<file path="src/hw/rtl/tcw_pkg.sv">
// tcw_pkg: constants, codes, types and the cell address helper of the text console writer
// used by every file of the block; depends on nothing

package tcw_pkg;

  localparam int COLUMNS    = 80;
  localparam int ROWS       = 25;
  localparam int TAB_WIDTH  = 8;
  localparam int CELL_COUNT = ROWS * COLUMNS;

  localparam int ADDR_W = $clog2(CELL_COUNT);
  localparam int CNT_W  = $clog2(CELL_COUNT + 1);
  localparam int COL_W  = $clog2(COLUMNS);
  localparam int ROW_W  = $clog2(ROWS);

  localparam int OP_W   = 2;
  localparam int CHAR_W = 8;
  localparam int IDX_W  = 11;
  localparam int POS_W  = 11;
  localparam int ATTR_W = 8;
  localparam int WORD_W = 16;

  localparam logic [ATTR_W-1:0] ATTR_RESET = 8'h07;

  localparam logic [OP_W-1:0] OP_PUT   = 2'd0;
  localparam logic [OP_W-1:0] OP_CLEAR = 2'd1;
  localparam logic [OP_W-1:0] OP_READ  = 2'd2;

  localparam logic [CHAR_W-1:0] CH_BACKSPACE = 8'h08;
  localparam logic [CHAR_W-1:0] CH_TAB       = 8'h09;
  localparam logic [CHAR_W-1:0] CH_LINEFEED  = 8'h0A;
  localparam logic [CHAR_W-1:0] CH_RETURN    = 8'h0D;
  localparam logic [CHAR_W-1:0] CH_SPACE     = 8'h20;

  typedef enum logic [2:0] {
    ST_IDLE,
    ST_COPY,
    ST_FILL,
    ST_CLEAR,
    ST_READ,
    ST_DONE
  } state_t;

  typedef struct packed {
    logic              wr_en;
    logic [ADDR_W-1:0] wr_addr;
    logic [WORD_W-1:0] wr_data;
    logic              rd_en;
    logic [ADDR_W-1:0] rd_addr;
  } ram_req_t;

  typedef struct packed {
    logic [COL_W-1:0] col;
    logic [ROW_W-1:0] row;
    logic             wr;
    logic             scroll;
  } cur_upd_t;

  function automatic logic [ADDR_W-1:0] cell_addr(input logic [ROW_W-1:0] row,
                                                  input logic [COL_W-1:0] col);
    cell_addr = ADDR_W'(ADDR_W'(row) * ADDR_W'(COLUMNS) + ADDR_W'(col));
  endfunction

endpackage

</file>
<file path="src/hw/rtl/tcw_cursor.sv">
// tcw_cursor: next cursor column and row for one put, with wrap and scroll detect
// depends on tcw_pkg for geometry, character codes and the update struct

module tcw_cursor (
  input  logic [tcw_pkg::COL_W-1:0]  cur_col,
  input  logic [tcw_pkg::ROW_W-1:0]  cur_row,
  input  logic [tcw_pkg::CHAR_W-1:0] char_byte,
  output tcw_pkg::cur_upd_t          upd
);

  localparam int CX_W = tcw_pkg::COL_W + 1;
  localparam int RX_W = tcw_pkg::ROW_W + 1;

  logic [CX_W-1:0] cx;
  logic [RX_W-1:0] rx;
  logic [CX_W-1:0] tab_col;
  logic            wr;

  assign tab_col = CX_W'(((int'(cur_col) / tcw_pkg::TAB_WIDTH) + 1) * tcw_pkg::TAB_WIDTH);

  always_comb begin
    cx = {1'b0, cur_col};
    rx = {1'b0, cur_row};
    wr = 1'b0;
    priority if (char_byte == tcw_pkg::CH_BACKSPACE && cur_col != '0) begin
      cx = cx - CX_W'(1);
    end else if (char_byte == tcw_pkg::CH_TAB) begin
      cx = tab_col;
    end else if (char_byte == tcw_pkg::CH_RETURN) begin
      cx = '0;
    end else if (char_byte == tcw_pkg::CH_LINEFEED) begin
      cx = '0;
      rx = rx + RX_W'(1);
    end else if (!char_byte[tcw_pkg::CHAR_W-1] && char_byte >= tcw_pkg::CH_SPACE) begin
      wr = 1'b1;
      cx = cx + CX_W'(1);
    end else begin
      wr = 1'b0;
    end
    // wrap past the last column
    if (cx >= CX_W'(tcw_pkg::COLUMNS)) begin
      cx = '0;
      rx = rx + RX_W'(1);
    end
    upd.scroll = (rx >= RX_W'(tcw_pkg::ROWS));
    upd.row    = upd.scroll ? tcw_pkg::ROW_W'(tcw_pkg::ROWS - 1) : rx[tcw_pkg::ROW_W-1:0];
    upd.col    = cx[tcw_pkg::COL_W-1:0];
    upd.wr     = wr;
  end

endmodule

</file>
<file path="config.mk">
export PLATFORM = sky130hd
export DESIGN_NAME = tcw_cursor
export DESIGN_NICKNAME = d
export VERILOG_FILES = /design/src/hw/rtl/tcw_pkg.sv /design/src/hw/rtl/tcw_cursor.sv
export SDC_FILE = /design/constraint.sdc
export NUM_CORES = 1
export LEC_CHECK = 0
export ABC_CLOCK_PERIOD_IN_PS = 2780
export BUFFER_PORTS_ARGS = -buffer_cell sky130_fd_sc_hd__buf_2
export CAP_MARGIN = 15
export CORE_UTILIZATION = 50
export DETAILED_ROUTE_END_ITERATION = 8
export PLACE_DENSITY_LB_ADDON = 0.1
export SLEW_MARGIN = 20
export SYNTH_ARGS = -nofsm -noshare
export SYNTH_HDL_FRONTEND = slang
export SYNTH_SLANG_ARGS = --single-unit
</file>
<file path="constraint.sdc">
create_clock -name vclk -period 2.78
set_input_delay 0.417 -clock vclk [all_inputs]
set_output_delay 0.417 -clock vclk [all_outputs]
set_load 0.01 [all_outputs]
</file>
==> metrics.yaml <==
placement:
  dp_hpwl_mm: 2.93
  place_area_sq_mm: 0.00176
  port_buffers: 34
  gp_congestion: 0.870
  dp_slack_ps: -446
detailed_routing:
  drt-initial-drc-count: 88
  firstDrtPassIters: 4
  drc: 0
  num_vias: 1801
  final_antenna_net_count: 0
  wl_per_cell_um: 17.2
  routed_wl_mm: 4.98
  vias_per_cell: 6.23
synth:
  yosysWarnings: 0
  avgSynthCellArea_sq_um: 6.77
  ys_types: 54
  synth_nets: 199
  ys_seq_area_share_pct: 0
  netlist_area_sq_mm: 0.00116
  syn_inst: 172
grt:
  busiest_layer: "met2"
  overflow: 0
  grt_usage_pct: 33.2
  grt_pass1_vias: 1623
  grtUsageMet2_pct: 65.1
  grtUsageMet1_pct: 37.6
  antenna_found_initial: 0
  grt_max_degree: 12
  use_met3_pct: 2.42
  grt_pass1_wl_mm: 6.72
timing:
  relSlewSlack_pct: 69.2
  setup_viol: 13
  period_share_pct: 116
  setup_slack_ps: -449
  finalMaxSlewViolations: 0
  tightest_slew_ps: 461
  hold_viol: 0
  post-route-min-period_ps: 3230
  fmaxAchievable_mhz: 310
  setup_tns_ps: -4000
  holdWs_ps: 1220
  rsz0062_at_grt: "true"
power_and_ir_drop:
  leakage_nw: 0.907
  powerDensity_mw_per_mm2: 145
  ir_drop_v: 0.000127
finish:
  n_clock_buffer: 0
  area_growth_pct: 74.0
  final_util_pct: 91.6
  final_cell_mix: "63 x buf_4, 30 x buf_2, 14 x nor2_1, 13 x nand2_1, 12 x a21oi_1"
  final_common_cell: "buf_4"
  n_fill_cell: 96
  multi_input_area_sq_mm: 0.00126
  drive_gt1_share_pct: 55.6
  seq_area_sq_um: 0
  n_antenna_cell: 0
  finish.instance_area_sq_mm: 0.00203
  seq_cells: 0
  nets: 290
worst_setup_path:
  crit_path_top_delay_cell: "or4b_4"
  startpoint_type: "primary input"
  crit_chain: "buf_8 > or4b_4 > a211o_1 > a21boi_4 > o22ai_2 > nand2_1 > mux2_4 > and3_4 > nor3b_2 > buf_2"
  critPathMaxStageDelay_ps: 530
  crit_fanout: 4
  cp-end-kind: "output port"
  critical_path_required_ps: 2360
  cp.arrival_ps: 2810
  crit_type: "in -> out"
die:
  start_util_pct: 52.7
  dieWidth_um: 50.3
  die_y_um: 50.3
  io_pins: 34
  core.rowCount: 17
  dieArea_sq_mm: 0.00253
  core_sq_mm: 0.00221
clocking:
  cts_hold_buf: 0
run:
  maxCapViolCount: 0
outcome:
  violations: "negative setup slack"
  status: "finished with violations"
hold_path:
  hold_path_class: "in -> out"
power breakdown:
group          internal [mW]  switching, mW  total, mW  leakage, nW
registers                  0              0          0            0
clock network              0              0          0            0
logic                  0.141          0.153      0.295        0.907
area by class of cell:
class	instances	area share [%]
Inverter	10	1.85
Multi-Input combinational cell	152	62.0
Tap cell	28	1.73
Timing Repair Buffer	99	34.4
path summary, 6_finish.rpt:
kind | slack, ps | cells past startpoint | endpoint | startpoint
setup / recovery | -450 | 10 | upd[3] | char_byte[6]
hold / removal | 1220 | 4 | upd[7] | cur_col[0]
routing by layer:
| metal | vias up | routed length, um |
|---|---|---|
| met5 | - | 0 |
| met4 | 0 | 193 |
| met3 | 24 | 315 |
| met2 | 103 | 2610 |
| met1 | 852 | 1860 |
| li1 | 822 | - |
worst max-delay path, delay by kind of cell:
family                 cells  cell delay, ps
AOI/OAI and AO/OA          3             760
buffers and inverters      2             270
muxes                      1             340
and+or+nand+nor            4            1040
logic make-up after synthesis:
kind of cell,after synthesis,share of synthesized area [%]
xor gates and xnor gates,14,10.5
muxes,2,1.83
buffers and inverters,20,6.98
adders and majority gates,7,7.52
AOI/OAI and AO/OA,55,35.2
and+or+nand+nor,74,37.9
through the flow:
stage | total power [mW] | std cells
floorplan | 0.128 | 172
global placement | 0.232 | 277
detailed placement | 0.237 | 277
CTS | 0.255 | 284
global route | 0.311 | 289
finish | 0.295 | 289
cell usage after synthesis, drive strengths merged, types with 5 or more instances:
library cell,number,area (sq um)
nor3,5,25.0
nand2,14,52.6
nor2,17,63.8
xor2,7,61.3
or2,5,31.3
inv,10,37.5
nand4,6,43.8
clkbuf,8,31.3
xnor2,7,61.3
a21oi,15,75.1
ha,7,87.6
o21ai,9,45.0
nand3,11,67.6
what timing repair did:
item / in CTS / in global routing
resized for setup: 19 / 27
setup buffers: 7 / 5
pin swaps: 4 / 15
cloned: 0 / 0
setup endpoints to repair: 13 / 13
Note: power is estimated with default switching activity, not from simulation.
